`src/rtl/mesh_bounding_sphere_normalize_unit_assert.svh`:
```
// ----------------------------------------------------------------------------
// Assertion macros for the mesh bounding sphere normalize unit
// Same-cycle and next-cycle implication checks, disabled while reset is low.
// ----------------------------------------------------------------------------
`ifndef MESH_BOUNDING_SPHERE_NORMALIZE_UNIT_ASSERT_SVH
`define MESH_BOUNDING_SPHERE_NORMALIZE_UNIT_ASSERT_SVH

`define MBSN_ASSERT_NOW(label, clk, rst_n, ante, cons) \
    label: assert property (@(posedge clk) disable iff (!rst_n) (ante) |-> (cons)) \
        else $error("mbsn: same-cycle check failed");

`define MBSN_ASSERT_NEXT(label, clk, rst_n, ante, cons) \
    label: assert property (@(posedge clk) disable iff (!rst_n) (ante) |=> (cons)) \
        else $error("mbsn: next-cycle check failed");

`endif

```
`src/rtl/mbsn_pkg.sv`:
```
// ----------------------------------------------------------------------------
// mbsn_pkg
// Shared types and constants of the mesh bounding sphere normalize unit.
// ----------------------------------------------------------------------------
package mbsn_pkg;

    localparam int unsigned JOB_CNT_W = 7;

    localparam logic [1:0] AX_X = 2'd0;
    localparam logic [1:0] AX_Y = 2'd1;
    localparam logic [1:0] AX_Z = 2'd2;

    localparam logic REG_TARGET_RADIUS = 1'b0;
    localparam logic [31:0] TARGET_RADIUS_RST = 32'h0001_0000;

    localparam logic signed [31:0] COORD_MAX = 32'sh7FFF_FFFF;
    localparam logic signed [31:0] COORD_MIN = 32'sh8000_0000;

    typedef logic signed [31:0] t_coord;

    typedef struct packed {
        t_coord                 cx;
        t_coord                 cy;
        t_coord                 cz;
        logic [JOB_CNT_W-1:0]   count;
        logic                   dropped;
    } t_job;

    typedef struct packed {
        logic busy;
        logic done;
    } t_bstat;

    typedef enum logic [1:0] {
        F_LOAD,
        F_CLOSE,
        F_WAIT
    } t_front_state;

    typedef enum logic [3:0] {
        B_IDLE,
        B_RWAIT,
        B_SQ,
        B_ACC,
        B_CMP,
        B_SQINIT,
        B_SQRT,
        B_SWAIT,
        B_MUL,
        B_DIV,
        B_SAT,
        B_EMIT
    } t_back_state;

endpackage

```
`src/rtl/mbsn_intf.sv`:
```


interface mbsn_res_if;
    logic               valid;
    logic               ready;
    logic signed [31:0] out_x;
    logic signed [31:0] out_y;
    logic signed [31:0] out_z;
    logic               last_out;
    logic               overflow;

    modport source (output valid, output out_x, output out_y, output out_z,
                    output last_out, output overflow, input ready);
    modport sink   (input valid, input out_x, input out_y, input out_z,
                    input last_out, input overflow, output ready);
endinterface

```
`src/rtl/mbsn_back.sv`:
```
// ----------------------------------------------------------------------------
// mbsn_back
// Finds the bounding radius; if nonzero, scales each vertex of a closed run.
// ----------------------------------------------------------------------------
module mbsn_back
    import mbsn_pkg::*;
#(
    parameter int unsigned MAX_VERTICES = 64
) (
    input  logic              i_clk,
    input  logic              i_rst_n,
    input  logic              i_qvalid,
    input  t_job              i_job,
    output logic              o_pop,
    output logic [((MAX_VERTICES > 1) ? $clog2(MAX_VERTICES) : 1)-1:0] o_raddr,
    input  logic [95:0]       i_rdata,
    input  logic [31:0]       i_target,
    output t_bstat            o_bstat,
    mbsn_res_if.source        o_res
);

    localparam int unsigned CW = $clog2(MAX_VERTICES + 1);
    localparam int unsigned AW = (MAX_VERTICES > 1) ? $clog2(MAX_VERTICES) : 1;

    t_back_state     r_state, n_state;
    t_job            r_job;
    logic [CW-1:0]   r_idx;
    logic [1:0]      r_axis;
    logic [5:0]      r_iter;
    logic [63:0]     r_prod;
    logic [63:0]     r_sum;
    logic [63:0]     r_best;
    logic [33:0]     r_rem;
    logic [31:0]     r_root;
    logic [63:0]     r_div;
    logic [31:0]     r_drem;
    logic            r_neg;
    t_coord          r_res [3];
    logic            r_ovalid;
    t_coord          r_ox, r_oy, r_oz;
    logic            r_olast, r_oovf;

    t_coord          p, c;
    logic signed [32:0] off;
    logic [32:0]     mag33;
    logic [31:0]     mag;
    logic [31:0]     mul_b;
    logic [63:0]     prod;
    logic [35:0]     sq_tmp, sq_trial;
    logic            sq_ge;
    logic [32:0]     dv_tmp;
    logic            dv_ge;
    t_coord          sat;
    logic [CW-1:0]   last_idx;
    logic            is_last;
    logic            slot_free;

    always_comb begin
        case (r_axis)
            AX_X: begin
                p = i_rdata[95:64];
                c = r_job.cx;
            end
            AX_Y: begin
                p = i_rdata[63:32];
                c = r_job.cy;
            end
            default: begin
                p = i_rdata[31:0];
                c = r_job.cz;
            end
        endcase
        off      = {p[31], p} - {c[31], c};
        mag33    = off[32] ? 33'(-off) : 33'(off);
        mag      = mag33[31:0];
        mul_b    = (r_state == B_SQ) ? mag : i_target;
        prod     = 64'(mag) * 64'(mul_b);
        sq_tmp   = {r_rem, r_sum[63:62]};
        sq_trial = {2'b00, r_root, 2'b01};
        sq_ge    = (sq_tmp >= sq_trial);
        dv_tmp   = {r_drem, r_div[63]};
        dv_ge    = (dv_tmp >= {1'b0, r_root});
        if (r_neg) begin
            sat = (r_div > 64'h8000_0000) ? COORD_MIN : t_coord'(-r_div[31:0]);
        end else begin
            sat = (r_div > 64'h7FFF_FFFF) ? COORD_MAX : t_coord'(r_div[31:0]);
        end
        last_idx  = CW'(r_job.count) - 1'b1;
        is_last   = (r_idx == last_idx);
        slot_free = !r_ovalid || o_res.ready;
    end

    assign o_raddr = r_idx[AW-1:0];

    always_comb begin
        n_state      = r_state;
        o_pop        = 1'b0;
        o_bstat.busy = (r_state != B_IDLE);
        o_bstat.done = 1'b0;
        case (r_state)
            B_IDLE: begin
                if (i_qvalid) begin
                    o_pop   = 1'b1;
                    n_state = B_RWAIT;
                end
            end
            B_RWAIT:  n_state = B_SQ;
            B_SQ:     n_state = B_ACC;
            B_ACC:    n_state = (r_axis == AX_Z) ? B_CMP : B_SQ;
            B_CMP:    n_state = is_last ? B_SQINIT : B_RWAIT;
            B_SQINIT: n_state = B_SQRT;
            B_SQRT: begin
                if (r_iter == 6'd31) begin
                    n_state = B_SWAIT;
                end
            end
            B_SWAIT:  n_state = B_MUL;
            B_MUL: begin
                if (r_root == 32'd0) begin
                    n_state = (r_axis == AX_Z) ? B_EMIT : B_MUL;
                end else begin
                    n_state = B_DIV;
                end
            end
            B_DIV: begin
                if (r_iter == 6'd63) begin
                    n_state = B_SAT;
                end
            end
            B_SAT:    n_state = (r_axis == AX_Z) ? B_EMIT : B_MUL;
            B_EMIT: begin
                if (slot_free) begin
                    if (is_last) begin
                        o_bstat.done = 1'b1;
                        n_state      = B_IDLE;
                    end else begin
                        n_state = B_SWAIT;
                    end
                end
            end
            default: n_state = B_IDLE;
        endcase
    end

    always_ff @(posedge i_clk) begin
        if (!i_rst_n) begin
            r_state  <= B_IDLE;
            r_ovalid <= 1'b0;
        end else begin
            r_state <= n_state;
            if (r_state == B_EMIT && slot_free) begin
                r_ovalid <= 1'b1;
            end else if (o_res.ready) begin
                r_ovalid <= 1'b0;
            end
        end
    end

    always_ff @(posedge i_clk) begin
        case (r_state)
            B_IDLE: begin
                r_job  <= i_job;
                r_idx  <= '0;
                r_axis <= AX_X;
                r_sum  <= '0;
                r_best <= '0;
            end
            B_SQ: begin
                r_prod <= prod;
            end
            B_ACC: begin
                r_sum  <= r_sum + r_prod;
                r_axis <= r_axis + 2'd1;
            end
            B_CMP: begin
                if (r_sum > r_best) begin
                    r_best <= r_sum;
                end
                r_sum  <= '0;
                r_axis <= AX_X;
                if (!is_last) begin
                    r_idx <= r_idx + 1'b1;
                end
            end
            B_SQINIT: begin
                r_sum  <= r_best;
                r_rem  <= '0;
                r_root <= '0;
                r_iter <= '0;
            end
            B_SQRT: begin
                r_sum  <= {r_sum[61:0], 2'b00};
                r_iter <= r_iter + 6'd1;
                if (sq_ge) begin
                    r_rem  <= 34'(sq_tmp - sq_trial);
                    r_root <= {r_root[30:0], 1'b1};
                end else begin
                    r_rem  <= sq_tmp[33:0];
                    r_root <= {r_root[30:0], 1'b0};
                end
                if (r_iter == 6'd31) begin
                    r_idx  <= '0;
                    r_axis <= AX_X;
                end
            end
            B_MUL: begin
                r_neg  <= off[32];
                r_div  <= prod;
                r_drem <= '0;
                r_iter <= '0;
                if (r_root == 32'd0) begin
                    r_res[r_axis] <= p;
                    r_axis        <= r_axis + 2'd1;
                end
            end
            B_DIV: begin
                r_iter <= r_iter + 6'd1;
                if (dv_ge) begin
                    r_drem <= 32'(dv_tmp - {1'b0, r_root});
                    r_div  <= {r_div[62:0], 1'b1};
                end else begin
                    r_drem <= dv_tmp[31:0];
                    r_div  <= {r_div[62:0], 1'b0};
                end
            end
            B_SAT: begin
                r_res[r_axis] <= sat;
                r_axis        <= r_axis + 2'd1;
            end
            B_EMIT: begin
                if (slot_free) begin
                    r_ox    <= r_res[0];
                    r_oy    <= r_res[1];
                    r_oz    <= r_res[2];
                    r_olast <= is_last;
                    r_oovf  <= r_job.dropped;
                    r_axis  <= AX_X;
                    if (!is_last) begin
                        r_idx <= r_idx + 1'b1;
                    end
                end
            end
            default: begin
            end
        endcase
    end

    assign o_res.valid    = r_ovalid;
    assign o_res.out_x    = r_ox;
    assign o_res.out_y    = r_oy;
    assign o_res.out_z    = r_oz;
    assign o_res.last_out = r_olast;
    assign o_res.overflow = r_oovf;

endmodule

```
`src/flat_wrapper.sv`:
```
// flat-port wrapper written by rule: the top's interface ports become plain ports
module mbsn_back_flat import mbsn_pkg::*;
#(
    parameter int unsigned MAX_VERTICES = 64
)
  (i_clk, i_rst_n, i_qvalid, i_job, o_pop, o_raddr, i_rdata, i_target, o_bstat, o_res_valid, o_res_out_x, o_res_out_y, o_res_out_z, o_res_last_out, o_res_overflow, o_res_ready);
  mbsn_res_if o_res_i ();
  input  logic i_clk;
  input  logic i_rst_n;
  input  logic i_qvalid;
  input  t_job i_job;
  output logic o_pop;
  output logic [((MAX_VERTICES > 1) ? $clog2(MAX_VERTICES) : 1)-1:0] o_raddr;
  input  logic [95:0] i_rdata;
  input  logic [31:0] i_target;
  output t_bstat o_bstat;
  output wire logic [$bits(o_res_i.valid)-1:0] o_res_valid;
  output wire logic [$bits(o_res_i.out_x)-1:0] o_res_out_x;
  output wire logic [$bits(o_res_i.out_y)-1:0] o_res_out_y;
  output wire logic [$bits(o_res_i.out_z)-1:0] o_res_out_z;
  output wire logic [$bits(o_res_i.last_out)-1:0] o_res_last_out;
  output wire logic [$bits(o_res_i.overflow)-1:0] o_res_overflow;
  input wire logic [$bits(o_res_i.ready)-1:0] o_res_ready;
  assign o_res_valid = o_res_i.valid;
  assign o_res_out_x = o_res_i.out_x;
  assign o_res_out_y = o_res_i.out_y;
  assign o_res_out_z = o_res_i.out_z;
  assign o_res_last_out = o_res_i.last_out;
  assign o_res_overflow = o_res_i.overflow;
  assign o_res_i.ready = o_res_ready;
  mbsn_back #(.MAX_VERTICES(MAX_VERTICES)) u_core (.i_clk(i_clk), .i_rst_n(i_rst_n), .i_qvalid(i_qvalid), .i_job(i_job), .o_pop(o_pop), .o_raddr(o_raddr), .i_rdata(i_rdata), .i_target(i_target), .o_bstat(o_bstat), .o_res(o_res_i));
endmodule
```
`config.mk`:
```
export PLATFORM = sky130hd
export DESIGN_NAME = mbsn_back_flat
export DESIGN_NICKNAME = d
export VERILOG_FILES = /design/src/rtl/mesh_bounding_sphere_normalize_unit_assert.svh /design/src/rtl/mbsn_pkg.sv /design/src/rtl/mbsn_intf.sv /design/src/rtl/mbsn_back.sv /design/src/flat_wrapper.sv
export SDC_FILE = /design/constraint.sdc
export NUM_CORES = 2
export LEC_CHECK = 0
export ABC_AREA = 1
export BUFFER_PORTS_ARGS = -buffer_cell sky130_fd_sc_hd__buf_2
export CORE_ASPECT_RATIO = 1.5
export CORE_MARGIN = 10
export CORE_UTILIZATION = 58
export DETAILED_ROUTE_END_ITERATION = 10
export GPL_ROUTABILITY_DRIVEN = 0
export HOLD_SLACK_MARGIN = 0.02
export PLACE_DENSITY = 0.83
export SKIP_CTS_REPAIR_TIMING = 1
export SLEW_MARGIN = 0
export SYNTH_ARGS = -nofsm -noshare
export SYNTH_HDL_FRONTEND = slang
export SYNTH_SLANG_ARGS = --single-unit
```
`constraint.sdc`:
```
create_clock -name i_clk -period 11.3 [get_ports i_clk]
set_input_delay 2.26 -clock i_clk [delete_from_list [all_inputs] [get_ports i_clk]]
set_output_delay 2.26 -clock i_clk [all_outputs]
set_load 0.03 [all_outputs]
```
==> results.cfg, run 1 <==
[run_status]
status = did not finish
haltStage = global routing (5_1_grt)
error = [ERROR GRT-0232] Routing congestion too high. Check the congestion heatmap in the GUI.

[logic_synthesis]
synth_nets = 10200
syn-cell-area_um2 = 73800
synth-seq-cells = 673
synth_warnings = 0
yosysUniqueCellTypes = 63
synthFlopType = edfxtp_1
synth-edff-count = 668
synthArstFlopShare_pct = 0
synth_top_area_share_pct = 27.2
yosysTopAreaCell = edfxtp_1
ys_top_cells_by_area = edfxtp_1 27%, fa_1 24%, inv_1 8.5%, ha_1 8.4%, nand2_1 8.2%
yosysSeqAreaShare_pct = 27.3
synth.avg_cell_area_um2 = 8.59
synth_cells = 8594

[global_routing]
grt_usage_pct = 60.1
grt_start_max_net_pins = 94
gr-total-overflow = 396

[floorplan]
die_w_um = 311
start_util_pct = 58.3
io_pins = 344
die_h_um = 457
rows = 160

[clock_network]
ctsHtreeMaxLevel = 3
cts_buffer_depth = 3
numCtsBuffers = 68
clock-root-buffer = clkbuf_16
cts.sinks = 673

[timing]
grt-worst-endpoint = u_core.r_div[60]$_DFFE_PP_/D
worst-ep-kind = sequential cell input

[placed_design]
hpwl_um = 217000
dp_cells = 11200
portBuffers = 343
==> through the flow <==
step                area (µm²)  TNS (ns)  setup WS (ns)
global placement         83300    -75.67          -1.14
floorplan                73800         0        0.00457
CTS                      85600    -26.87         -0.662
detailed placement       83300    -90.97          -1.33
==> cells by family after synthesis <==
logic type,share of synthesized area (%)
AOI/OAI and AO/OA,9.67
xor gates and xnor gates,2.01
adders and majority gates,32.8
buffers and inverters,10.8
DFF,27.3
and+or+nand+nor,17.5
==> cells in the mapped netlist, drive strengths merged, types with 30 or more instances <==
| library cell | instances |
|---|---|
| clkbuf | 119 |
| a22o | 34 |
| nand4 | 61 |
| nor2 | 967 |
| nand3 | 302 |
| xnor2 | 69 |
| inv | 1728 |
| a21oi | 602 |
| a21o | 30 |
| fa | 899 |
| o21bai | 30 |
| edfxtp | 668 |
| xor2 | 99 |
| buf | 160 |
| nand2 | 1651 |
| o221ai | 49 |
| a31oi | 33 |
| o21ai | 329 |
| ha | 496 |
| nor3 | 57 |
==> routing by layer <==
layer	GRT usage, %	overflow
met4	57.9	145
met2	72.7	222
met5	37.5	3
met3	53.0	10
met1	56.5	16
==> run 2, diff against run 1 <==
--- a/config.mk
+++ b/config.mk
@@ -7,13 +7,11 @@
 export LEC_CHECK = 0
 export ABC_AREA = 1
 export BUFFER_PORTS_ARGS = -buffer_cell sky130_fd_sc_hd__buf_2
-export CORE_ASPECT_RATIO = 1.5
 export CORE_MARGIN = 10
-export CORE_UTILIZATION = 58
+export CORE_UTILIZATION = 40
 export DETAILED_ROUTE_END_ITERATION = 10
 export GPL_ROUTABILITY_DRIVEN = 0
-export HOLD_SLACK_MARGIN = 0.02
-export PLACE_DENSITY = 0.83
+export PLACE_DENSITY_LB_ADDON = 0.15
 export SKIP_CTS_REPAIR_TIMING = 1
 export SLEW_MARGIN = 0
 export SYNTH_ARGS = -nofsm -noshare
==> constraint.sdc (replaced) <==
create_clock -name i_clk -period 14.7 [get_ports i_clk]
set_input_delay 2.94 -clock i_clk [delete_from_list [all_inputs] [get_ports i_clk]]
set_output_delay 2.94 -clock i_clk [all_outputs]
set_load 0.03 [all_outputs]
==> run 2 against run 1 <==
Against the previous run:
- the run now ends clean
- synthesized cell count stayed put
- area after synthesis stayed put
==> results.cfg, run 2 <==
[run_status]
status = finished clean

[clock_network]
cts_tree = yes
cts_buffer_depth = 3
numCtsBuffers = 73
clkLatencyLatePin_ns = 0.71
ctsHtreeMaxLevel = 3
clk_pin_slew_ns = 0.06
clock-root-buffer = clkbuf_16
cts.sinks = 673

[logic_synthesis]
synth_top_area_share_pct = 27.2
synth_nets = 10200
synthArstFlopShare_pct = 0
synth-seq-cells = 673
yosysSeqAreaShare_pct = 27.3
synth.avg_cell_area_um2 = 8.59
synth-edff-count = 668
synth_common_cells = 1678 x inv_1, 1607 x nand2_1, 927 x nor2_1, 899 x fa_1, 668 x edfxtp_1
ys_top_cells_by_area = edfxtp_1 27%, fa_1 24%, inv_1 8.5%, ha_1 8.4%, nand2_1 8.2%
synth_cells = 8594
syn-cell-area_um2 = 73800
synthFlopType = edfxtp_1
yosysUniqueCellTypes = 63
yosysMostFrequentCell = inv_1
yosysTopAreaCell = edfxtp_1
synth_warnings = 0

[route]
routedWlPerCell_um = 24.3
drc = 0
viasPerCell = 5.39
drt_iter0_drc = 5644
antenna_left = 0
dr.pass1.iters = 6
postRouteWirelength_um = 277000
route.vias.total = 61600

[worst_setup_path]
cpMaxStageDelayCell = xor2_1
critPathMaxFanout = 14
path_delay_family = adder cells
crit_type = in -> reg
setup.worst_path.end_class = register
crit_top_cell = fa_1
cp.depth = 42
r2r_cells = 45
start_kind = input port
max_stage_delay_ns = 0.67
crit_buf_inv = 9
crit_start = i_rdata[81]
crit_required_ns = 15.19
arrival_ns = 14.42
worstReg2RegStart = u_core.r_axis[0]$_SDFFCE_PN0P_

[placed_design]
portBuffers = 343
hpwl_um = 225000

[timing]
worst_slew_pin_slew_ns = 1.21
hold_violations = 0
min_period_ns = 13.93
skew_ns = 0.0525
rsz0062_at_grt = no
setup_violations = 0
fin_setup_tns_ns = 0
fmax_mhz = 71.8
slew_violations = 0
slew_headroom_pct = 18.7
fin_crit_sh_pct = 94.8

[floorplan]
die-area_um2 = 202000
rows = 157
coreArea_um2 = 183000
start_util_pct = 40.3
io_pins = 344
die_h_um = 450
die_w_um = 450

[final_layout]
syn_to_final_growth_pct = 9.65
fillerInstances = 18300
regMostFlops = u_core.r_job
biggestRegsByFlops = u_core.r_job (104), u_core.r_res (96)
final_common_cell = inv_1
largest_register_ff_count = 104
final_cell_mix = 1674 x inv_1, 1606 x nand2_1, 915 x nor2_1, 899 x fa_1, 668 x edfxtp_1
drive_above_1_share_pct = 9.32
num-nets-final = 10500

[global_routing]
grt_pass1_vias = 63200
antenna_found_initial = 11
gr-total-overflow = 0
grt_pass1_wl_um = 408000
grt_usage_pct = 26.7
grt_start_max_net_pins = 95

[worst_hold_path]
hold_path_class = reg -> reg
holdCritStartpoint = u_core.r_res[2][1]$_DFFE_PP_
hold_depth = 0

[job]
max-cap-violations = 0
run 2: cell counts after synthesis:
Identical to the previous run, type by type.
run 2: worst register-to-register path: cells and delay by family, from the launching register on:
family / cells / cell delay [ns]
adders and majority gates: 11 / 5.14
AOI/OAI and AO/OA: 6 / 1.95
DFF: 1 / 0.42
xor gates and xnor gates: 1 / 0.67
and+or+nand+nor: 17 / 3.28
buffers and inverters: 10 / 1.14
run 2: final timing paths:
kind	slack, ns	end
max	0.77	u_core.r_div[28]$_DFFE_PP_
min	0.40	o_res_out_z[1]$_DFFE_PP_
min reg2reg	0.40	o_res_out_z[1]$_DFFE_PP_
max reg2reg	1.89	u_core.r_div[28]$_DFFE_PP_
run 2: final cells by class:
class | instances | area, µm² | area share, %
sequential | 673 | 20200 | 24.9
clock buffer | 90 | 1890 | 2.34
antenna | 5 | 12.5 | 0.0155
inverter | 1733 | 6510 | 8.04
timing repair buffer | 503 | 2920 | 3.60
clock inverter | 41 | 518 | 0.640
multi-input combinational | 5909 | 45900 | 56.7
tap | 2464 | 3080 | 3.81
run 2: per-stage QoR:
step | util (%) | area, µm² | std cells | setup WS (ns) | hold slack, ns
final | 44.2 | 80900 | 11400 | 0.766 | 0.398
after global routing | 44.2 | 80900 | 11400 | 0.400 | 0.405
after CTS | 44.2 | 80900 | 11400 | 1.21 | 0.385
after detailed placement | 42.8 | 78500 | 11300 | 0.522 | 0.405
after global placement | 42.8 | 78500 | 11300 | 0.554 | 0.401
after floorplan | - | 73800 | 8594 | 2.72 | 0.400
run 2: kinds of logic (layout without fill, tap and decap cells):
| family | Yosys count | after routing | synth area share [%] |
|---|---|---|---|
| xor gates and xnor gates | 168 | 168 | 2.01 |
| other | 0 | 5 | 0 |
| adders and majority gates | 1395 | 1395 | 32.8 |
| buffers and inverters | 2012 | 2367 | 10.8 |
| DFF | 673 | 673 | 27.3 |
| and+or+nand+nor | 3111 | 3111 | 17.5 |
| AOI/OAI and AO/OA | 1235 | 1235 | 9.67 |
run 2: layer usage:
metal / wire [µm] / GRT usage [%] / vias to the layer above
li1: - / - / 27800
met1: 108000 / 33.3 / 30300
met2: 128000 / 43.7 / 2749
met3: 21000 / 4.36 / 704
met4: 20100 / 15.4 / 4
met5: 33 / 0 / -
Power of run 2 is left out: the tool's default activity adds up to more than one toggle a clock period on the data nets, which glitch-free logic cannot reach.
