--- config.mk ---
export PLATFORM = sky130hd
export DESIGN_NAME = mbsn_queue
export DESIGN_NICKNAME = d
export VERILOG_FILES = /design/src/rtl/mesh_bounding_sphere_normalize_unit_assert.svh /design/src/rtl/mbsn_pkg.sv /design/src/rtl/mbsn_queue.sv
export SDC_FILE = /design/constraint.sdc
export NUM_CORES = 1
export LEC_CHECK = 0
export ABC_AREA = 1
export BUFFER_PORTS_ARGS = -buffer_cell sky130_fd_sc_hd__buf_2
export CORE_MARGIN = 3
export CORE_UTILIZATION = 49
export CTS_CLUSTER_DIAMETER = 40
export DETAILED_ROUTE_END_ITERATION = 10
export PLACE_DENSITY = 0.75
export SLEW_MARGIN = 30
export SYNTH_ARGS = -nofsm -noshare
export SYNTH_HDL_FRONTEND = slang
export SYNTH_SLANG_ARGS = --single-unit
--- constraint.sdc ---
create_clock -name i_clk -period 12.5 [get_ports i_clk]
set_input_delay 0.625 -clock i_clk [delete_from_list [all_inputs] [get_ports i_clk]]
set_output_delay 0.625 -clock i_clk [all_outputs]
set_load 0.02 [all_outputs]
--- src/rtl/mesh_bounding_sphere_normalize_unit_assert.svh ---
// ----------------------------------------------------------------------------
// Assertion macros for the mesh bounding sphere normalize unit
// Same-cycle and next-cycle implication checks, disabled while reset is low.
// ----------------------------------------------------------------------------
`ifndef MESH_BOUNDING_SPHERE_NORMALIZE_UNIT_ASSERT_SVH
`define MESH_BOUNDING_SPHERE_NORMALIZE_UNIT_ASSERT_SVH

`define MBSN_ASSERT_NOW(label, clk, rst_n, ante, cons) \
    label: assert property (@(posedge clk) disable iff (!rst_n) (ante) |-> (cons)) \
        else $error("mbsn: same-cycle check failed");

`define MBSN_ASSERT_NEXT(label, clk, rst_n, ante, cons) \
    label: assert property (@(posedge clk) disable iff (!rst_n) (ante) |=> (cons)) \
        else $error("mbsn: next-cycle check failed");

`endif

--- src/rtl/mbsn_pkg.sv ---
// ----------------------------------------------------------------------------
// mbsn_pkg
// Shared types and constants of the mesh bounding sphere normalize unit.
// ----------------------------------------------------------------------------
package mbsn_pkg;

    localparam int unsigned JOB_CNT_W = 7;

    localparam logic [1:0] AX_X = 2'd0;
    localparam logic [1:0] AX_Y = 2'd1;
    localparam logic [1:0] AX_Z = 2'd2;

    localparam logic REG_TARGET_RADIUS = 1'b0;
    localparam logic [31:0] TARGET_RADIUS_RST = 32'h0001_0000;

    localparam logic signed [31:0] COORD_MAX = 32'sh7FFF_FFFF;
    localparam logic signed [31:0] COORD_MIN = 32'sh8000_0000;

    typedef logic signed [31:0] t_coord;

    typedef struct packed {
        t_coord                 cx;
        t_coord                 cy;
        t_coord                 cz;
        logic [JOB_CNT_W-1:0]   count;
        logic                   dropped;
    } t_job;

    typedef struct packed {
        logic busy;
        logic done;
    } t_bstat;

    typedef enum logic [1:0] {
        F_LOAD,
        F_CLOSE,
        F_WAIT
    } t_front_state;

    typedef enum logic [3:0] {
        B_IDLE,
        B_RWAIT,
        B_SQ,
        B_ACC,
        B_CMP,
        B_SQINIT,
        B_SQRT,
        B_SWAIT,
        B_MUL,
        B_DIV,
        B_SAT,
        B_EMIT
    } t_back_state;

endpackage

--- src/rtl/mbsn_queue.sv ---
// ----------------------------------------------------------------------------
// mbsn_queue
// Two-entry job queue between the load front end and the normalize back end.
// ----------------------------------------------------------------------------
module mbsn_queue
    import mbsn_pkg::*;
(
    input  logic i_clk,
    input  logic i_rst_n,
    input  logic i_push,
    input  t_job i_job,
    input  logic i_pop,
    output t_job o_job,
    output logic o_valid,
    output logic o_full
);

    t_job       r_mem [2];
    logic       r_wp;
    logic       r_rp;
    logic [1:0] r_cnt;

    always_ff @(posedge i_clk) begin
        if (!i_rst_n) begin
            r_wp  <= 1'b0;
            r_rp  <= 1'b0;
            r_cnt <= 2'd0;
        end else begin
            if (i_push) begin
                r_wp <= ~r_wp;
            end
            if (i_pop) begin
                r_rp <= ~r_rp;
            end
            r_cnt <= r_cnt + {1'b0, i_push} - {1'b0, i_pop};
        end
    end

    always_ff @(posedge i_clk) begin
        if (i_push) begin
            r_mem[r_wp] <= i_job;
        end
    end

    assign o_job   = r_mem[r_rp];
    assign o_valid = (r_cnt != 2'd0);
    assign o_full  = (r_cnt == 2'd2);

endmodule

== After elaboration in Yosys (flattened, before gate mapping) ==
Memories as Yosys holds them, arrays and structs flattened. A register that Yosys moved wholly into a read port is not among the register bits.
Index checks and enable logic that the tools add are counted.
Operators by class
  equal/unequal tests: 1
  $add $sub $neg: 2
  reductions and logical operators: 1
  multiplexer cells: 4
  bitwise logic cells: 2
Operators with widths (count)
  2-to-1 mux 1 bit: 4
  adder 2 x 1 -> 2 bit: 1
  equality test 2 bit, second input constant: 1
  NOT 1 bit: 2
  nonzero test 2 bit: 1
  subtractor 2 x 1 -> 2 bit: 1
Storage, ports and cells
  input port bits: 108
  logic and storage cells: 14
  memories kept: 1
  memory bits (writable): 208
  flip-flop bits (word level): 4
  output and inout port bits: 106
Memory list
  r_mem: depth 2, bits a word 104, read ports 1, clocked after memory_dff 1, wr ports 1, line mbsn_queue.sv:18  | t_job r_mem [2];

== Logic depth before layout (Yosys ltp) ==
Gate-level depths: netlist of the first run.
  depth in word-level cells: 3
  mapped depth: 9
  gate-level depth less buffers: 9

== Worst setup path after synthesis of the first run ==
No wires, ideal clock.
  kind: input to register
  start: input i_push
  end: memory r_mem[0][0] (netlist name), enable pin
  setup time: 0.571 ns
  path slack: 6.912 ns
  data required time: 11.929 ns
  stages on the path: 2
  path buffers: 0
  data arrival time: 5.018 ns
  cells stage by stage: inv_1 nor2_1
On the way
  word-level cells in the longest chain between the ends: 2
Ends and longest elaborated chain
  start: declaration: line mbsn_queue.sv:10  | input logic i_push,
  2-to-1 mux 1 bit: line mbsn_queue.sv:40  | if (i_push) begin
  2-to-1 mux 1 bit (implied by the code): line mbsn_queue.sv:41  | r_mem[r_wp] <= i_job;
  end: declaration: line mbsn_queue.sv:18
No other way between the ends.

==> out/qor.yml, run 1 <==
syn_nets: 467
instances_no_fill: 833
gp_congestion: 0.756
drv_cap: 0
hold_class: "in -> reg"
required_ps: 11880
coreArea_um2: 15900
drive_gt1_share_pct: 60.7
finClkSkew_ps: 7.60
holdWs_ps: 295
grt_antenna_before_repair: 0
r2r-start: "r_wp"
ys_ff_latch: 213
setup_viol: 0
reg2reg_slack_ps: 10380
hold_viol_final: 0
crit_type: "reg -> out"
ant_nets: 0
cts_made_buffers: 30
drtPass1Iterations: 4
worstReg2RegEnd: "r_mem[1][80]"
ys_warn_count: 0
cts_sinks: 213
routed_wl_mm: 14.6
rsz0062_at_grt: "no"
fin_crit_sh_pct: 27.8
r2r_cells: 3
grt_start_max_net_pins: 68
worst-path-max-fanout: 55
arrival_ps: 2840
io_buffers: 213
grt_pass1_vias: 4333
dieArea_um2: 17900
grt_pass1_wl_mm: 22.3
relSlewSlack_pct: 40.2
hpwl_mm: 9.64
p_leak_nw: 4.06
postCtsHoldBufs: 0
vdd_drop_max_v: 0.000141
row_count: 46
fin_nets: 704
crit_path_end: "o_job[20]"
cts_tree: "built"
hp-start: "i_job[24]"
grt_usage_pct: 15.7
routed_via_density: 4.91
final_cell_mix: "213 x buf_2, 208 x edfxtp_1, 60 x mux2_4"
worstMarginPinSlew_ps: 898
clock-root-buffer: "clkbuf_16"
p_total_mw: 1.84
ys_types: 13
drt_iter0_markers: 201
p_per_area_nw_per_um2: 180
status: "finished clean"
cts_max_level: 1
fin_util_pct: 64.6
start_util_pct: 50.2
io_pins: 214
seq_area_frac_synth_pct: 79.5
avgSynthCellArea_um2: 22.4
fin_crit_ps: 3470
clockBufferDepth: 3
synth.cell_area_um2: 7980
clkLatencyLatePin_ps: 520
drc: 0
clk_pin_slew_ps: 50
max_freq_mhz: 288
whs_path_depth: 1
end_kind: "primary output"
post_cts_buffers: 0
vias: 4092
critPathLaunchType: "flop"
final.setup.tns_ps: 0
area_growth_syn_to_layout_pct: 28.6
synth_cells: 357
dp.cells: 778
final_common_cell: "buf_2"
drv_slew: 0
grt-ovfl-total: 0
wire_per_inst_um: 17.5
die_y_um: 134
cts_resized: 0
die_w_um: 134
## worst min path at each step
stage	to	slack [ps]
2_1_floorplan	flop	460
3_3_place_gp	r_rp	480
3_5_place_dp	flop	490
4_1_cts	r_mem[1][14]	270
5_1_grt	r_mem[1][100]	270
6_report	r_mem[0][24]	290
## cell usage after synthesis, drive strengths merged
master,instances,area [um2]
edfxtp,208,6250
mux2,104,1400
buf,12,114
nand2,9,33.8
nor2,8,30.0
inv,7,26.3
dfxtp,5,100
ha,2,25.0
a21oi,1,5.00
nand3,1,5.00
## logic make-up (layout without fill, tap and decap cells)
logic type | Yosys count | count (layout) | synth area share, %
other | 0 | 1 | 0
buffers and inverters | 19 | 278 | 1.76
adders and majority gates | 2 | 2 | 0.313
DFF | 213 | 213 | 79.5
muxes | 104 | 104 | 17.5
and+or+nand+nor | 18 | 18 | 0.862
AOI/OAI and AO/OA | 1 | 1 | 0.0626
## final cells by class
class	count	area [um2]
fill	1115	5620
sequential	213	6350
clock inverter	20	220
clock buffer	34	797
timing repair buffer	217	1100
multi-input combinational	125	1500
antenna	1	2.50
tap	216	270
inverter	7	28.8
## metrics by stage
step,setup slack (ps),instance area (um2)
2_1_floorplan,6910,7980
3_3_place_gp,9590,9250
3_5_place_dp,9510,9250
4_1_cts,8940,10300
5_1_grt,8870,10300
6_report,9030,10300
## layer usage
layer	GRT usage, %	share of wire [%]	up-vias
met5	0	0	-
li1	-	-	1883
met4	5.37	2.9	0
met1	19.8	40	1984
met3	5.25	8.7	35
met2	25.7	49	190
## report_power, final
part           switching [mW]  leakage, nW  internal (mW)
Clock                   0.286        0.496          0.538
Sequential             0.0155         1.99          0.829
Combinational          0.0990         1.57         0.0764
## registers in the layout, indices dropped and copies added, names as in the netlist, named ones only
| name | flops |
|---|---|
| r_mem | 208 |
| r_wp | 1 |
| r_rp | 1 |
| r_cnt | 2 |
## critical path, stage by stage (launching register included)
cell     delay [ps]
dfxtp_4         880
buf_4           810
mux2_2          430
buf_2           160
Power figures use the tool's default switching activity.
==> run 2: changes to the inputs <==
ABC_AREA = 0   (was 1)
CORE_UTILIZATION = 47   (was 49)
clock period = 2.8 ns   (was 12.5 ns; I/O delays follow)
==> run 2 against run 1 <==
  * Utilization is 3.8 points higher
  * Critical path depth stayed put
  * Clock power rose to 4.3 times the previous value
  * First-iteration DRC count decreased by 19%
  * Die area up 4.1%
  * Clock-buffer cell count fell by 4
  * Wire length increased by 11%
  * Largest cell class unchanged
  * Highest routed layer unchanged
==> out/qor.yml, run 2 <==
status: "finished clean"
grt_pass1_vias: 4774  # +10%
routed_wl_mm: 16.3  # +11%
whs_path_depth: 2  # +1
drv_cap: 0  # unchanged
grt_start_max_net_pins: 105  # +54%
ys.flop_type: "edfxtp_1"
synthTopCellsByCount: "208 x edfxtp_1, 60 x mux2_4, 44 x mux2_2, 7 x buf_6, 5 x dfxtp_1"
seq_area_frac_synth_pct: 79.5  # about the same
max_freq_mhz: 451
postCtsHoldBufs: 108  # +108
finClkSkew_ps: 9.19  # +1.60 ps
finalWorstSetupSlack_ps: 582  # -8450 ps
hpwl_mm: 9.39  # -2.5%
grt-ovfl-total: 0  # unchanged
crit_type: "reg -> out"
cts_sinks: 213  # unchanged
routed_via_density: 4.73  # -3.6%
synthArstFlopShare_pct: 0  # unchanged
top_regs: "r_mem: 208 flops, r_cnt: 2 flops"
drive_gt1_share_pct: 52.6  # -8.1 points
yosys.area_share.xor_xnor_pct: 0.392  # +0.39 points
yosysTopAreaCellShare_pct: 78.2  # about the same
critPathLaunchType: "flop"
hold_class: "in -> reg"
hold-path-endpoint: "r_mem[1][56]"
final.setup.tns_ps: 0  # unchanged
synth-compound-area-share_pct: 0.0940  # +0.031 points
r2r_cells: 2  # -1
end_kind: "primary output"
post_cts_buffers: 0  # unchanged
die_y_um: 136  # +2.0%
relSlewSlack_pct: 48.9  # +8.8 points
worstReg2RegEnd: "r_mem[1][64]"
design_area_um2: 11300  # +10%
ys_ff_latch: 213  # unchanged
grt_usage_pct: 16.8  # +1.1 points
io_buffers: 213  # unchanged
netlist_top_cells_area: "edfxtp_1 78%, mux2_4 11%, mux2_2 6.2%"
clockBufferDepth: 3  # unchanged
n_antenna_cell: 0  # -1
synth_cells: 345  # -3.4%
area_growth_syn_to_layout_pct: 42.0
final_cell_mix: "213 x buf_2, 208 x edfxtp_1, 108 x dlygate4sd3_1"
drtPass1Iterations: 4  # unchanged
coreArea_um2: 16600  # +4.4%
hp-start: "i_job[56]"
largest_reg_flops: 208  # unchanged
vdd_drop_max_v: 0.000630  # +350%
row_count: 47  # +2.2%
clk_pin_slew_ps: 60  # about the same
fin_nets: 799  # +13%
drt_iter0_markers: 163  # -19%
post-synth-top-area-cell: "edfxtp_1"
fin_crit_sh_pct: 79.2
syn_nets: 455  # -2.6%
synth-simple-area-share_pct: 0.705  # -0.16 points
grt_antenna_before_repair: 0  # unchanged
multi_input_comb_area_um2: 1530  # +1.6%
synth_top_family_by_area: "multiplexers"
drc: 0  # unchanged
io_pins: 214  # unchanged
vias: 4408  # +7.7%
dieArea_um2: 18600  # +4.1%
worst-path-max-fanout: 104  # +89%
synth.cell_area_um2: 7980  # about the same
synth_edf_count: 208  # unchanged
p_leak_nw: 4.48  # +10%
reg2reg_slack_ps: 1200  # -9180 ps
n_fill_cell: 1093  # -2.0%
dp_slack_ps: 1150  # -8360 ps
yosysMostFrequentCell: "edfxtp_1"
r2r-start: "r_wp"
ys_types: 15  # +2
placedInstanceArea_um2: 9290  # +0.43%
top_register: "r_mem"
cts_max_level: 1  # unchanged
fin_crit_ps: 2220
clkLatencyLatePin_ps: 510  # about the same
worstMarginPinSlew_ps: 766  # -132 ps
clock-root-buffer: "clkbuf_16"
start_util_pct: 48.1  # -2.1 points
required_ps: 2660  # -9220 ps
wire_per_inst_um: 17.5  # -0.33%
die_w_um: 136  # +2.0%
regArea_um2: 6350  # unchanged
setup_viol: 0  # unchanged
grt_pass1_wl_mm: 24.5  # +9.9%
drv_slew: 0  # unchanged
hold_viol_final: 0  # unchanged
holdWs_ps: 337  # +42.7 ps
ant_nets: 0  # unchanged
final_common_cell: "buf_2"
arrival_ps: 2080  # -760 ps
cts_resized: 0  # unchanged
rsz0062_at_grt: "no"
avgSynthCellArea_um2: 23.1  # +3.5%
synth.area.mux_share_pct: 17.5  # about the same
p_per_area_nw_per_um2: 738  # +310%
ys_warn_count: 0  # unchanged
cts_made_buffers: 28  # -6.7%
gp_congestion: 0.725  # -4.1%
yosys.area_share.adder_pct: 0.313  # about the same
cts_tree: "built"
[run 2: critical path, cell delays in order, from the launching register on]
cell and delay [ps]:
dfxtp_4 350, buf_12 480, mux2_2 430, buf_2 170
[run 2: cells by family after synthesis]
family / Yosys count
buffers and inverters: 14
multiplexers: 104
XOR/XNOR: 2
flip-flops: 213
adder cells (fa/ha/maj): 2
AO/OA/AOI/OAI: 1
AND/OR/NAND/NOR: 9
[run 2: layout make-up]
| class | count | area share (%) |
|---|---|---|
| well taps | 220 | 2.43 |
| repair buffers | 326 | 19.5 |
| inverters | 2 | 0.0662 |
| clock buffers | 30 | 6.43 |
| clock inverters | 22 | 2.14 |
| multi-input cells | 118 | 13.5 |
| flip-flops and latches | 213 | 56.0 |
[run 2: power breakdown]
group,switching (mW),internal (mW)
logic,0.548,0.507
clock network,1.37,2.21
registers,0.0457,3.69
[run 2: how the worst max path moves through the flow]
stage / from / to / depth (start not counted)
after floorplan: r_wp / r_mem[0][0] / 1
after global placement: flop / o_job[39] / 3
after detailed placement: flop / o_job[39] / 3
after CTS: flop / o_job[39] / 3
after global routing: flop / o_job[4] / 3
final: flop / o_job[4] / 3
[run 2: metal layers]
metal | share of wire [%] | vias to the layer above | GRT usage, %
met5 | 0 | - | 0
met4 | 1.7 | 0 | 4.42
met3 | 7.7 | 27 | 4.77
met2 | 53 | 173 | 30.8
met1 | 38 | 2146 | 19.3
li1 | - | 2062 | -
[run 2: per-stage QoR]
| stage | instances | utilization, % | total power [mW] |
|---|---|---|---|
| after floorplan | 345 | - | 4.42 |
| after CTS | 931 | 68.4 | 8.43 |
| final | 931 | 68.4 | 8.37 |
| after detailed placement | 771 | 56.0 | 4.73 |
| after global placement | 771 | 56.0 | 4.70 |
| after global routing | 931 | 68.4 | 8.65 |
==> run 3: changes to the inputs <==
ABC_AREA = 1   (was 0)
clock period = 2 ns   (was 2.8 ns; I/O delays follow)
==> run 3 against run 2 <==
  * Worst hold slack lost 32 ps
  * Die area is essentially flat
  * Cell area grew 2.0%
  * Non-clock buffer count grew 6
  * Clock-buffer cell count grew 4
  * Critical path type unchanged
==> out/qor.yml, run 3 (same netlist as run 1, synthesis figures left out) <==
status: "finished clean"
fin_nets: 820  # +2.6%
finClkSkew_ps: 11.9  # +2.70 ps
drv_cap: 0  # unchanged
cts_sinks: 213  # unchanged
hpwl_mm: 9.74  # +3.7%
grt_usage_pct: 17.5  # +0.73 points
dp.cells: 785  # +1.8%
dieArea_um2: 18600  # about the same
placedInstanceArea_um2: 9340  # +0.59%
drc: 0  # unchanged
routed_via_density: 4.77  # +0.67%
cpPeakStageDelay_ps: 430  # -50 ps
hold_class: "in -> reg"
worstMarginPinSlew_ps: 501  # -264 ps
grt-ovfl-total: 0  # unchanged
drv_slew: 0  # unchanged
die_y_um: 136  # about the same
internal-power_mw: 9.58  # +50%
grt_pass1_wl_mm: 25.2  # +2.9%
drtPass1Iterations: 6  # +2
p_per_area_nw_per_um2: 1060  # +43%
top_register: "r_mem"
path_buf_inv: 2  # unchanged
arrival_ps: 1790  # -290 ps
instances_no_fill: 955  # +2.6%
fin_crit_sh_pct: 94.4
clockBufferDepth: 3  # unchanged
clock-root-buffer: "clkbuf_16"
switching_share_pct: 21.7  # -1.8 points
grt_start_max_net_pins: 70  # -33%
largest_reg_flops: 208  # unchanged
combPwrFrac_pct: 11.0  # -1.6 points
crit_type: "reg -> out"
final_common_cell: "buf_2"
start_util_pct: 48.1  # about the same
seq_power_share_pct: 42.9  # -1.7 points
io_buffers: 213  # unchanged
rsz0062_at_grt: "no"
hold_viol_final: 0  # unchanged
grt_antenna_before_repair: 1  # +1
finalWorstSetupSlack_ps: 113  # -470 ps
routed_wl_mm: 16.9  # +3.8%
dp_slack_ps: 482  # -669 ps
setup_viol: 0  # unchanged
design_area_um2: 11600  # +2.0%
ant_nets: 0  # unchanged
holdWs_ps: 305  # -32.2 ps
max_freq_mhz: 530
fin_util_pct: 69.8  # +1.4 points
final.setup.tns_ps: 0  # unchanged
worst-path-max-fanout: 35  # -66%
coreArea_um2: 16600  # unchanged
clkPwrFrac_pct: 46.1  # +3.3 points
p_total_mw: 12.2  # +46%
area_growth_syn_to_layout_pct: 45.0
end_kind: "primary output"
drt-met1-wl_mm: 6.40  # +4.6%
fin_crit_ps: 1890
crit_chain: "buf_12 -> mux2_2 -> buf_2"
clkLatencyLatePin_ps: 520  # about the same
row_count: 47  # unchanged
io_pins: 214  # unchanged
required_ps: 1900  # -760 ps
critPathLaunchType: "flop"
clk_pin_slew_ps: 60  # about the same
crit_slowest_cell: "dfxtp_4"
drt_iter0_markers: 261  # +60%
p_switching_mw: 2.66  # +35%
vdd_drop_max_v: 0.000909  # +44%
top_layer: "met4"
multi_input_comb_area_um2: 1510  # -1.4%
n_fill_cell: 1035  # -5.3%
die_w_um: 136  # about the same
vias: 4552  # +3.3%
gp_congestion: 0.731  # +0.86%
cts_tree: "built"
grt_pass1_vias: 4829  # +1.2%
relSlewSlack_pct: 66.6  # +18 points
wire_per_inst_um: 17.7  # +1.2%
final_cell_mix: "213 x buf_2, 208 x edfxtp_1, 109 x dlygate4sd3_1"
routed-wl-met3_mm: 1.36  # +9.3%
cts_made_buffers: 31  # +11%
wl_met2_mm: 8.76  # +1.4%
drive_gt1_share_pct: 52.3  # -0.29 points
p_leak_nw: 4.60  # +2.8%
cts_max_level: 1  # unchanged
top_regs: "r_mem: 208 flops, r_cnt: 2 flops"
crit_family: "flip-flops"
regArea_um2: 6350  # about the same
run 3: cell types whose count changed in the layout (fill, tap and decap cells not counted), moves of 3 or more:
cell and delta:
nand2_1 +8, nor2_1 +7, inv_6 -6, bufinv_16 +4, inv_1 +4, and2_1 -3, buf_12 +3, clkinv_4 +3
nor2b_1 -3
run 3: path summary, 6_finish.rpt:
check	endpoint	start	cells after the start	slack [ps]
max	o_job[17]	flop	3	110
min	r_mem[1][18]	i_job[18]	2	310
max reg2reg	r_wp	r_wp	5	250
min reg2reg	r_rp	r_rp	2	500
run 3: worst reg2reg max path: stages, from the launching register on:
cell and delay [ps]:
dfxtp_2 370, nand2_2 90, nand2_1 60, dlygate4sd3_1 540, nor2_1 40, dlygate4sd3_1 540
run 3: power by group through the flow:
| stage | Clock (mW) | Combinational (mW) | Sequential [mW] |
|---|---|---|---|
| after global routing | 5.97 | 1.44 | 5.26 |
| after global placement | 0 | 1.12 | 5.32 |
| after CTS | 5.75 | 1.35 | 5.24 |
| after floorplan | 0 | 0.759 | 5.31 |
| after detailed placement | 0 | 1.15 | 5.34 |
| final | 5.64 | 1.35 | 5.25 |
run 3: final cells by class:
type                       count  area share, %
sequential                   213           54.9
timing repair buffer         332           19.8
multi-input combinational    125           13.0
clock buffer                  34           6.80
clock inverter                23           2.80
tap                          220           2.38
inverter                       7          0.260
antenna                        1         0.0216
run 3: what timing repair did:
item | 4_1_cts | 5_1_grt
gates resized for setup | 0 | 0
endpoints found under the hold margin | 213 | 0
setup buffers | 3 | 0
endpoints found under the setup margin | 57 | 0
hold buffers | 109 | 0
run 3: routing by layer:
metal / vias to the layer above / track usage, %
met5: - / 0
met4: 0 / 5.54
met3: 29 / 4.74
met2: 195 / 31.5
met1: 2216 / 20.5
li1: 2112 / -
